<file path="src/hdl/rcsfr_pkg.sv">
`timescale 1ns / 1ps
`default_nettype none
package rcsfr_pkg;

  // frame store geometry
  localparam int STORE_BYTES = 32;
  localparam int SB_AW       = $clog2(STORE_BYTES);
  localparam int IDX_W       = 6;

  // line marks and frame constants
  localparam logic [7:0] MARK_START   = 8'h7E;
  localparam logic [7:0] MARK_STUFF   = 8'h7D;
  localparam logic [7:0] STUFF_XOR    = 8'h20;
  localparam logic [7:0] LEN_CONTROL  = 8'h19;
  localparam logic [7:0] LEN_REQUEST  = 8'h08;
  localparam logic [7:0] KIND_CONTROL = 8'h00;
  localparam logic [7:0] KIND_REQUEST = 8'h01;
  localparam logic [IDX_W-1:0] CONTROL_SPAN = IDX_W'(28 - 2);
  localparam logic [7:0] RSSI_LIMIT_RESET = 8'd100;

  // store offsets of the fixed fields
  localparam int OFS_LENGTH = 0;
  localparam int OFS_KIND   = 1;
  localparam int OFS_LOW    = 2;
  localparam int OFS_MIDDLE = 10;
  localparam int OFS_HIGH   = 18;
  localparam int OFS_FLAGS  = 24;
  localparam int OFS_RSSI   = 25;
  localparam int FLAG_FAILSAFE = 3;

  typedef enum logic [2:0] {
    FS_CTRL_OK       = 3'd0,
    FS_CTRL_FAILSAFE = 3'd1,
    FS_CTRL_BAD_SUM  = 3'd2,
    FS_RSSI_BAD      = 3'd3,
    FS_REQ_OK        = 3'd4,
    FS_REQ_BAD_SUM   = 3'd5,
    FS_UNKNOWN       = 3'd6
  } frame_status_t;

  typedef enum logic [1:0] {
    ST_IDLE,
    ST_SUM,
    ST_JUDGE
  } ctrl_state_t;

  typedef struct packed {
    logic take;     // process the presented item
    logic sum_clr;  // restart checksum walk
    logic step;     // fold one stored byte into the sum
    logic check;    // compare sum against the checksum byte
    logic load;     // fill output register and clear the store
  } dp_cmd_t;

  typedef struct packed {
    logic done;       // presented item completes a frame
    logic walk_last;  // walk pointer sits on the checksum byte
  } dp_stat_t;

endpackage
`default_nettype wire

</file>
<file path="src/hdl/rcsfr_ctrl.sv">
`timescale 1ns / 1ps
`default_nettype none
module rcsfr_ctrl import rcsfr_pkg::*; (
  input  wire logic        clk,
  input  wire logic        rst_n,
  input  wire logic        in_tvalid,
  output logic             in_tready,
  output logic             out_tvalid,
  input  wire logic        out_tready,
  input  wire dp_stat_t    stat,
  output dp_cmd_t          cmd,
  output ctrl_state_t      state
);

  ctrl_state_t state_r, state_nxt;
  logic        out_valid_r, out_valid_nxt;

  always_ff @(posedge clk) begin
    if (!rst_n) begin
      state_r     <= ST_IDLE;
      out_valid_r <= 1'b0;
    end else begin
      state_r     <= state_nxt;
      out_valid_r <= out_valid_nxt;
    end
  end

  always_comb begin
    state_nxt = state_r;
    cmd       = '0;
    in_tready = 1'b0;
    case (state_r)
      ST_IDLE: begin
        in_tready = 1'b1;
        if (in_tvalid) begin
          cmd.take = 1'b1;
          if (stat.done) begin
            cmd.sum_clr = 1'b1;
            state_nxt   = ST_SUM;
          end
        end
      end
      ST_SUM: begin
        if (stat.walk_last) begin
          cmd.check = 1'b1;
          state_nxt = ST_JUDGE;
        end else begin
          cmd.step = 1'b1;
        end
      end
      ST_JUDGE: begin
        if (!out_valid_r || out_tready) begin
          cmd.load  = 1'b1;
          state_nxt = ST_IDLE;
        end
      end
      default: state_nxt = ST_IDLE;
    endcase

    out_valid_nxt = out_valid_r;
    if (cmd.load) begin
      out_valid_nxt = 1'b1;
    end else if (out_valid_r && out_tready) begin
      out_valid_nxt = 1'b0;
    end
  end

  assign out_tvalid = out_valid_r;
  assign state      = state_r;

endmodule
`default_nettype wire

</file>
<file path="src/hdl/rcsfr_dp.sv">
`timescale 1ns / 1ps
`default_nettype none
module rcsfr_dp import rcsfr_pkg::*; (
  input  wire logic        clk,
  input  wire logic        rst_n,
  input  wire dp_cmd_t     cmd,
  output dp_stat_t         stat,
  input  wire logic [7:0]  rx_byte,
  input  wire logic        receive_error,
  input  wire logic        cfg_we,
  input  wire logic [7:0]  cfg_data,
  output frame_status_t    frame_status,
  output logic [7:0]       frame_kind,
  output logic [7:0]       frame_length,
  output logic [7:0]       flag_bits,
  output logic [7:0]       link_rssi,
  output logic [63:0]      payload_low,
  output logic [63:0]      payload_middle,
  output logic [47:0]      payload_high
);

  logic [7:0]       store_r [STORE_BYTES];
  logic [IDX_W-1:0] idx_r, idx_nxt;
  logic             phase_r, phase_nxt;
  logic             pend_r, pend_nxt;
  logic [7:0]       sum_r;
  logic [IDX_W-1:0] walk_r;
  logic             ok_r;
  logic [7:0]       limit_r;

  frame_status_t    status_r;
  logic [7:0]       kind_r, length_r, flags_r, rssi_r;
  logic [63:0]      low_r, middle_r;
  logic [47:0]      high_r;

  logic [7:0]       b;
  logic             wr_en;
  logic [7:0]       wr_data;
  logic [IDX_W-1:0] idx_inc;
  logic             done;
  logic [IDX_W-1:0] span;
  logic [7:0]       rd;
  logic [8:0]       sum_t;
  frame_status_t    judge;
  logic [63:0]      low_c, middle_c;
  logic [47:0]      high_c;

  // byte path: unstuffing, frame hunt and store write
  always_comb begin
    idx_nxt   = idx_r;
    phase_nxt = phase_r;
    pend_nxt  = pend_r;
    wr_en     = 1'b0;
    wr_data   = '0;
    done      = 1'b0;
    idx_inc   = idx_r + IDX_W'(1);
    b         = pend_r ? (rx_byte ^ STUFF_XOR) : rx_byte;
    if (!receive_error) begin
      if (rx_byte == MARK_START) begin
        phase_nxt = 1'b0;
        idx_nxt   = '0;
      end else if (!pend_r && rx_byte == MARK_STUFF) begin
        pend_nxt = 1'b1;
      end else begin
        pend_nxt = 1'b0;
        if (!phase_r) begin
          if (b == LEN_CONTROL || b == LEN_REQUEST) begin
            wr_en     = 1'b1;
            wr_data   = b;
            idx_nxt   = idx_inc;
            phase_nxt = 1'b1;
          end else if (b != MARK_START) begin
            idx_nxt = '0;
          end
        end else begin
          wr_en   = 1'b1;
          wr_data = b;
          idx_nxt = idx_inc;
          if (9'(idx_inc) >= 9'(store_r[OFS_LENGTH]) + 9'd2) begin
            done      = 1'b1;
            idx_nxt   = '0;
            phase_nxt = 1'b0;
          end
        end
      end
    end
  end

  // checksum walk
  always_comb begin
    if (store_r[OFS_KIND] == KIND_REQUEST) begin
      span = store_r[OFS_LENGTH][IDX_W-1:0] + IDX_W'(1);
    end else begin
      span = CONTROL_SPAN;
    end
    if (7'(walk_r) < 7'(STORE_BYTES)) begin
      rd = store_r[walk_r[SB_AW-1:0]];
    end else begin
      rd = '0;
    end
    sum_t = 9'(sum_r) + 9'(rd);
  end

  assign stat.done      = done;
  assign stat.walk_last = (walk_r == span);

  // frame verdict and packing
  always_comb begin
    if (store_r[OFS_KIND] == KIND_CONTROL) begin
      if (!ok_r) begin
        judge = FS_CTRL_BAD_SUM;
      end else if (store_r[OFS_RSSI] == 8'd0 && store_r[OFS_FLAGS][FLAG_FAILSAFE]) begin
        judge = FS_CTRL_FAILSAFE;
      end else if (store_r[OFS_RSSI] > limit_r) begin
        judge = FS_RSSI_BAD;
      end else if (store_r[OFS_FLAGS][FLAG_FAILSAFE]) begin
        judge = FS_CTRL_FAILSAFE;
      end else begin
        judge = FS_CTRL_OK;
      end
    end else if (store_r[OFS_KIND] == KIND_REQUEST) begin
      judge = ok_r ? FS_REQ_OK : FS_REQ_BAD_SUM;
    end else begin
      judge = FS_UNKNOWN;
    end
    for (int i = 0; i < 8; i++) begin
      low_c[8*i +: 8]    = store_r[OFS_LOW + i];
      middle_c[8*i +: 8] = store_r[OFS_MIDDLE + i];
    end
    for (int i = 0; i < 6; i++) begin
      high_c[8*i +: 8] = store_r[OFS_HIGH + i];
    end
  end

  always_ff @(posedge clk) begin
    if (!rst_n) begin
      idx_r   <= '0;
      phase_r <= 1'b0;
      pend_r  <= 1'b0;
      limit_r <= RSSI_LIMIT_RESET;
      for (int i = 0; i < STORE_BYTES; i++) begin
        store_r[i] <= '0;
      end
    end else begin
      if (cfg_we) begin
        limit_r <= cfg_data;
      end
      if (cmd.take) begin
        idx_r   <= idx_nxt;
        phase_r <= phase_nxt;
        pend_r  <= pend_nxt;
        if (wr_en && 7'(idx_r) < 7'(STORE_BYTES)) begin
          store_r[idx_r[SB_AW-1:0]] <= wr_data;
        end
      end
      if (cmd.load) begin
        for (int i = 0; i < STORE_BYTES; i++) begin
          store_r[i] <= '0;
        end
      end
    end
  end

  // walk and output registers
  always_ff @(posedge clk) begin
    if (cmd.sum_clr) begin
      sum_r  <= '0;
      walk_r <= '0;
    end else if (cmd.step) begin
      sum_r  <= sum_t[7:0] + 8'(sum_t[8]);
      walk_r <= walk_r + IDX_W'(1);
    end
    if (cmd.check) begin
      ok_r <= (~sum_r == rd);
    end
    if (cmd.load) begin
      status_r <= judge;
      kind_r   <= store_r[OFS_KIND];
      length_r <= store_r[OFS_LENGTH];
      flags_r  <= store_r[OFS_FLAGS];
      rssi_r   <= store_r[OFS_RSSI];
      low_r    <= low_c;
      middle_r <= middle_c;
      high_r   <= high_c;
    end
  end

  assign frame_status   = status_r;
  assign frame_kind     = kind_r;
  assign frame_length   = length_r;
  assign flag_bits      = flags_r;
  assign link_rssi      = rssi_r;
  assign payload_low    = low_r;
  assign payload_middle = middle_r;
  assign payload_high   = high_r;

endmodule
`default_nettype wire

</file>
<file path="src/hdl/rc_serial_frame_receiver.sv">
// byte-stuffed serial frame receiver with folded-sum checksum
//
// in channel: one received line byte per item; tuser flags a failed transfer
//   and such an item is taken and dropped. 0x7e restarts the frame hunt,
//   0x7d escapes the next byte (xor 0x20). a length byte 0x19 or 0x08 opens
//   a frame, which ends once length+2 bytes are stored.
// out channel: one item per completed frame: status, kind, length, flags,
//   rssi and the 22 payload bytes, held in an output register.
// cfg channel: writes rssi_limit (reset 100); always ready.
// throughput: one byte per cycle while a frame fills. the byte that ends a
//   frame starts a checksum walk over the 32-byte store, one byte per cycle
//   through a single read mux, up to the checksum byte at the span offset
//   (an unknown kind walks the control span), then a verdict state before
//   out_tvalid rises; in_tready is low during the walk and the verdict.
// stall: a result waits in the output register and bytes keep flowing; only
//   a second completed frame stalls in the verdict state until the first
//   result is taken.
// reset: rst_n synchronous active low; clears the store, hunt state,
//   output valid and restores rssi_limit.
`timescale 1ns / 1ps
`default_nettype none
module rc_serial_frame_receiver import rcsfr_pkg::*; (
  input  wire logic         clk,
  input  wire logic         rst_n,
  input  wire logic         in_tvalid,
  output logic              in_tready,
  input  wire logic [7:0]   in_tdata,   // [7:0] rx_byte
  input  wire logic [0:0]   in_tuser,   // [0] receive_error
  output logic              out_tvalid,
  input  wire logic         out_tready,
  // [2:0] frame_status, [10:3] frame_kind, [18:11] frame_length,
  // [26:19] flag_bits, [34:27] link_rssi, [98:35] payload_low,
  // [162:99] payload_middle, [210:163] payload_high, [215:211] zero
  output logic [215:0]      out_tdata,
  input  wire logic         cfg_valid,
  output logic              cfg_ready,
  input  wire logic [7:0]   cfg_data    // rssi_limit
);

  dp_cmd_t       cmd;
  dp_stat_t      stat;
  ctrl_state_t   state;
  frame_status_t frame_status;
  logic [7:0]    frame_kind, frame_length, flag_bits, link_rssi;
  logic [63:0]   payload_low, payload_middle;
  logic [47:0]   payload_high;

  // the user must issue register writes only while idle; not enforced here, so always accept
  assign cfg_ready = 1'b1;

  rcsfr_ctrl u_ctrl (
    .clk        (clk),
    .rst_n      (rst_n),
    .in_tvalid  (in_tvalid),
    .in_tready  (in_tready),
    .out_tvalid (out_tvalid),
    .out_tready (out_tready),
    .stat       (stat),
    .cmd        (cmd),
    .state      (state)
  );

  rcsfr_dp u_dp (
    .clk            (clk),
    .rst_n          (rst_n),
    .cmd            (cmd),
    .stat           (stat),
    .rx_byte        (in_tdata),
    .receive_error  (in_tuser[0]),
    .cfg_we         (cfg_valid & cfg_ready),
    .cfg_data       (cfg_data),
    .frame_status   (frame_status),
    .frame_kind     (frame_kind),
    .frame_length   (frame_length),
    .flag_bits      (flag_bits),
    .link_rssi      (link_rssi),
    .payload_low    (payload_low),
    .payload_middle (payload_middle),
    .payload_high   (payload_high)
  );

  // result item packing, first field lowest
  assign out_tdata = {5'd0, payload_high, payload_middle, payload_low, link_rssi,
                      flag_bits, frame_length, frame_kind, frame_status};

  // no bytes taken while the checksum walk or verdict is running
  a_no_take_busy: assert property (@(posedge clk) disable iff (!rst_n)
    (state != ST_IDLE) |-> !in_tready)
    else $error("input taken outside idle");

  // a loaded verdict is presented on the next cycle
  a_load_valid: assert property (@(posedge clk) disable iff (!rst_n)
    cmd.load |=> out_tvalid)
    else $error("loaded result not presented");

  // a new result only appears out of the verdict state
  a_rise_from_judge: assert property (@(posedge clk) disable iff (!rst_n)
    $rose(out_tvalid) |-> $past(state) == ST_JUDGE)
    else $error("result appeared without a verdict");

  // a frame end always enters the checksum walk
  a_done_walks: assert property (@(posedge clk) disable iff (!rst_n)
    (in_tvalid && in_tready && stat.done) |=> state == ST_SUM)
    else $error("completed frame skipped checksum walk");

endmodule
`default_nettype wire
</file>
<file path="config.mk">
export PLATFORM = sky130hd
export DESIGN_NAME = rc_serial_frame_receiver
export DESIGN_NICKNAME = d
export VERILOG_FILES = /design/src/hdl/rcsfr_pkg.sv /design/src/hdl/rcsfr_ctrl.sv /design/src/hdl/rcsfr_dp.sv /design/src/hdl/rc_serial_frame_receiver.sv
export SDC_FILE = /design/constraint.sdc
export NUM_CORES = 1
export LEC_CHECK = 0
export BUFFER_PORTS_ARGS = -buffer_cell sky130_fd_sc_hd__buf_2
export CORE_MARGIN = 5
export CORE_UTILIZATION = 45
export DETAILED_ROUTE_END_ITERATION = 7
export PLACE_DENSITY = 0.62
export SLEW_MARGIN = 20
export SYNTH_ARGS = -nofsm -noshare
export SYNTH_HDL_FRONTEND = slang
export SYNTH_SLANG_ARGS = --single-unit
</file>
<file path="constraint.sdc">
create_clock -name clk -period 18.4 [get_ports clk]
set_input_delay 4.6 -clock clk [delete_from_list [all_inputs] [get_ports clk]]
set_output_delay 4.6 -clock clk [all_outputs]
set_load 0.005 [all_outputs]
</file>
### Word level (Yosys, flattened, before mapping)

Memory sizes are Yosys's and may differ from the RTL's. A register that Yosys moved wholly into a read port is not among the register bits.
Index checks and enable logic that the tools add are counted.

* $add $sub $neg: 6
* multipliers: 0
* div/mod/pow operators: 0
* magnitude comparators: 4
* equal/unequal tests: 15
* shifts and indexed selects: 0
* multiplexer cells: 97
* bitwise operators: 36
* reductions and logical operators: 18

Operator list (number)
* $mux W8: 39
* $mux W6: 8
* $mux W1: 34
* $or A1 B1 Y1: 32
* $add A6 B1 Y6 const B: 3
* $eq A8 B7 Y1 const B: 2
* $logic_not A8 Y1: 2
* $mux W3: 5
* $mux W5: 3
* $mux W2: 7
* $lt A6 B6 Y1 const B: 2
* $add A8 B2 Y9 const B: 1
* $add A8 B8 Y9: 1
* $ge A6 B9 Y1: 1
* $add A8 B1 Y8: 1
* $eq A8 B1 Y1 const B: 1
* $eq A8 B4 Y1 const B: 1
* $eq A8 B5 Y1 const B: 1
* $eq A8 B8 Y1: 1
* $gt A8 B8 Y1: 1
* $ne A8 B7 Y1 const B: 1
* $not A8 Y8: 1
* $reduce_and A4 Y1: 2
* $reduce_or A8 Y1: 1
* 14 further kinds: 25

* flip-flop bits (word level): 69
* bits in latches: 0
* RAM bits: 256
* ROM bits: 0
* bits of input ports: 22
* logic and storage cells: 191
* memories kept: 1

Memory list
* u_dp.store_r: words 32, bits a word 8, rd ports 27, clocked after memory_dff 23, wr ports 32, RTL line rcsfr_dp.sv:22 `logic [7:0] store_r [STORE_BYTES];`

### Depth between registers and ports, before layout

* depth after elaboration: 16
* depth in mapped cells: 20

### Hierarchy

Synthesis repeated with hierarchy kept, for this count alone.

* cell total of the unflattened synthesis: 1340
* area, all modules: 20810.0 sq um

Modules (own cells, without submodules)
* rcsfr_dp: times used 1, cells an instance 1313, area an instance 20584.7 sq um, sequential area each 14754.2 sq um
* rcsfr_ctrl: times used 1, cells an instance 19, area an instance 172.7 sq um, sequential area each 60.1 sq um
* rc_serial_frame_receiver: times used 1, cells an instance 8, area an instance 52.6 sq um, sequential area each 0.0 sq um

### Worst setup path after synthesis

No wires, ideal clock.

* path kind: input-to-reg
* start point: in out_tready
* end point: mem u_dp.store_r[0][0] (enable)
* setup time: 0.329 ns
* arrival time: 14.811 ns
* data required time: 18.071 ns
* slack: 3.259 ns
* stages: 6
* buffers on the path: 2
* path through: nand2b_1 > nor2b_1 > nor2b_1 > clkbuf_1 > clkbuf_1 > nand2_1

RTL lines
* from (decl): RTL line rc_serial_frame_receiver.sv:30 `input wire logic out_tready,`
* to (decl): RTL line rcsfr_dp.sv:22

==> results by group <==
Final layout
  • Design area: about 24000 um^2
  • Area grow syn2layout: 16.3%
  • Layout filler cell count: 3702
  • Final net count: 1588
  • Ant diodes: 0
  • Non-filler cells, final: ~2200
  • Share of cells above drive strength 1: between 20% and 30%

Logic synthesis
  • Post-synthesis mux area share: under 10%
  • Post-synthesis sequential area ratio: approximately 72%
  • Yosys top cell area share: roughly two thirds
  • Most frequent cells after synthesis: 468 x edfxtp_1, 291 x nor2_1, 90 x nand2_1
  • Synthesis Warnings: 0
  • Post-synth EDFFs: 468
  • Adder-cell share of the synthesized area: 1.99%
  • Largest family of logic cells by synthesized area: multiplexers
  • Most common cell in the synthesized netlist: edfxtp_1
  • Asr flop ratio synth: 0%
  • #FFs+latches synth: 506
  • Xor-xnor portion of the synthesized cell area: 1.36%
  • Complex-gate fraction of the synthesized area: 2.40%
  • Distinct cells, synth: 65
  • Mapped cell area: 20500 um^2
  • Cells after synthesis: between 1000 and 1500
  • Synthesized area per cell: 15.7 um^2
  • Ranking of synthesized cells by area: edfxtp_1 69%, mux4_2 8.7%, nor2_1 5.3%
  • Simple-Gate Fraction of Synth Area: approximately a tenth
  • Top_reg_cell synth: edfxtp_1
  • Synth area leader: edfxtp_1

Detailed routing
  • Vias/cell: 5.50
  • First drt pass iteration count: 5
  • Total wire length: 53300 um
  • WL per Instance: approximately 25 um
  • 1st-iter DRT viols: 1151
  • ANT nets after route: 0
  • Via count: 11965
  • # DRC: 0

Power and ir drop
  • Int Power: 1.89 mW
  • Leak pwr: 8.37 nW
  • Sw frac: roughly 20%
  • Switching power: 472 uW
  • Final Power: 2.36 mW
  • Part of the power in combinational logic: approximately 2.3%
  • Power Density: 99.0 nW/um^2
  • Clock share of power: 42.3%
  • Maximum VDD drop: about 0.000063 V
  • Sequential share of power: 55.4%

Worst setup path
  • Setup crit end kind: register
  • Setup CP Type: in2reg
  • Critical Path RT: about 19 ns
  • CP Data Arrival Time: ~7.1 ns
  • Startpoint types: input pin
  • Max FO, Critical Path: 9

Timing
  • Setup violators final: 0
  • Final Hold Viols: 0
  • Tmin final: 6.88 ns
  • Worst Tran Pin Value: 1.09 ns
  • Fin. max-slew vios: 0
  • Max-slew headroom: 26.9%
  • Crit share post-route: between 30% and 40%
  • Setup TNS: 0 ns
  • RSZ-0062 raised after global routing: no
  • Skew final: 0.0142 ns
  • Fmax: between 100 and 150 MHz
  • Setup slack after layout: 11.52 ns

GRT
  • First-pass GRT wire length: approximately 78000 um
  • Total track usage: 21.0%
  • Vias in the first global route: around 12000
  • Overflow after GRT: 0
  • Pin count of the biggest net entering global routing: roughly 80
  • Initial antenna violation count: 0

Clock network
  • TritonCTS clock tree: done
  • Cts bufs inserted: 50
  • H-tree levels: 2
  • Worst-path clk slew: 0.06 ns
  • Clk root buf: clkbuf_16
  • CTS sink count: 506
  • Post-CTS Hold Fix Bufs: 0
  • CTS max path bufs: 3
  • Worst-Skew Late Latency: just under 0.6 ns
  • Post-CTS Setup Bufs: 0
  • Post-CTS resize count: 0

Floorplanning
  • DIE AREA: approximately 50000 um^2
  • # IOs: 241
  • Core Area: 45200 um^2
  • Initial core utilization: 45.4%
  • Chip Width: between 200 and 250 um
  • DIE HEIGHT: 223 um
  • Site Rows: 78

Placement
  • Cell Area, Placed: 22200 um^2
  • Dpl ws: 10.99 ns
  • GPL Wtd Cong: 0.856
  • Post-placement cell count: 2082
  • PortBufs: 234
  • Post-DP HPWL: approximately 36000 um

Min path
  • Hold WC Path Type: reg2reg

Run
  • Max Cap Viol: 0

Outcome
  • Status: completed
==> layout by cell type, fill, tap and decap left out, types with 4 or more instances in the layout <==
cell type	count
and2_1	6
mux4_2	79
bufinv_16	4
nand4_1	7
inv_1	17
conb_1	6
a31oi_1	4
edfxtp_1	468
clkinv_2	5
buf_2	234
dfxtp_1	36
a21oi_1	14
clkbuf_1	15
nor2_1	291
nor3b_1	4
nand2_1	88
buf_4	15
o21a_1	5
clkbuf_16	53
xor2_1	13
and3_1	8
a21o_1	6
nand2b_1	12
clkinvlp_4	4
clkinv_1	10
mux2i_1	22
o21ai_0	9
ha_1	31
nand3_1	13
xnor2_1	16
nor2b_1	12
==> logic make-up (layout without fill, tap and decap cells) <==
kind of cell	count (synthesis)	in the layout
compound gates	65	65
xor+xnor	30	30
mux	104	104
buf+inv	90	358
simple gates	473	473
fa+ha+maj	32	32
other cells	2	6
flops	506	506
==> layer usage <==
metal / wire [um] / track usage, % / vias up
met2: 26100 / 34.3 / 591
met5: 0 / 0 / -
met3: 4510 / 4.38 / 88
li1: - / - / 5283
met4: 1170 / 5.06 / 0
met1: 21600 / 29.2 / 6003
==> stage by stage <==
step	hold slack, ns	util [%]
floorplan	0.417	-
global placement	0.432	49.2
detailed placement	0.431	49.2
CTS	0.447	52.7
global route	0.462	52.7
finish	0.446	52.7
==> path summary, 6_finish.rpt <==
| path | start | endpoint | slack (ns) | cells past startpoint |
|---|---|---|---|---|
| hold reg to reg | u_dp.store_r[12][7]$_SDFFCE_PN0P_ | out_tdata[122]$_DFFE_PP_ | 0.45 | 0 |
| setup / recovery | in_tdata[1] | u_dp.store_r[16][7]$_SDFFCE_PN0P_ | 11.52 | 8 |
| hold / removal | u_dp.store_r[12][7]$_SDFFCE_PN0P_ | out_tdata[122]$_DFFE_PP_ | 0.45 | 0 |
| setup reg to reg | register | u_dp.sum_r[6]$_SDFFE_PP0P_ | 12.87 | 18 |
==> power by group through the flow <==
stage	Sequential, mW	Clock (mW)	Combinational [mW]
after floorplan	1.31	0	0.0396
after global placement	1.33	0	0.0527
after detailed placement	1.33	0	0.0541
after CTS	1.31	1.02	0.0545
after global routing	1.31	1.06	0.0586
final	1.31	0.998	0.0543
==> area by class of cell <==
| class | count | area, um^2 | share of cell area [%] |
|---|---|---|---|
| Clock inverter | 24 | 221 | 0.929 |
| Inverter | 17 | 63.8 | 0.268 |
| Timing Repair Buffer | 249 | 1280 | 5.39 |
| Tap cell | 600 | 751 | 3.15 |
| Clock buffer | 68 | 1380 | 5.80 |
| Sequential cell | 506 | 14800 | 62.2 |
| Multi-Input combinational cell | 710 | 5310 | 22.3 |
==> critical path, cell delays in order <==
cell and delay (ns):
buf_2 0.13, nor2b_1 0.15, or2_1 0.22, a31oi_1 0.21, and4bb_2 0.30, and2_1 0.71
nand2_1 0.39, nand2_1 0.41
==> registers in the layout, summed over array words and instances (netlist names), named ones only <==
| register | count |
|---|---|
| u_dp.pend_r | 1 |
| u_dp.idx_r | 6 |
| u_dp.limit_r | 8 |
| u_ctrl.out_tvalid | 1 |
| u_dp.ok_r | 1 |
| u_dp.store_r | 256 |
| u_dp.phase_r | 1 |
| u_dp.walk_r | 6 |
| u_dp.sum_r | 8 |
| out_tdata | 208 |
| u_dp.frame_status | 3 |
| u_ctrl.state | 2 |
(Power assumes the default switching activity.)
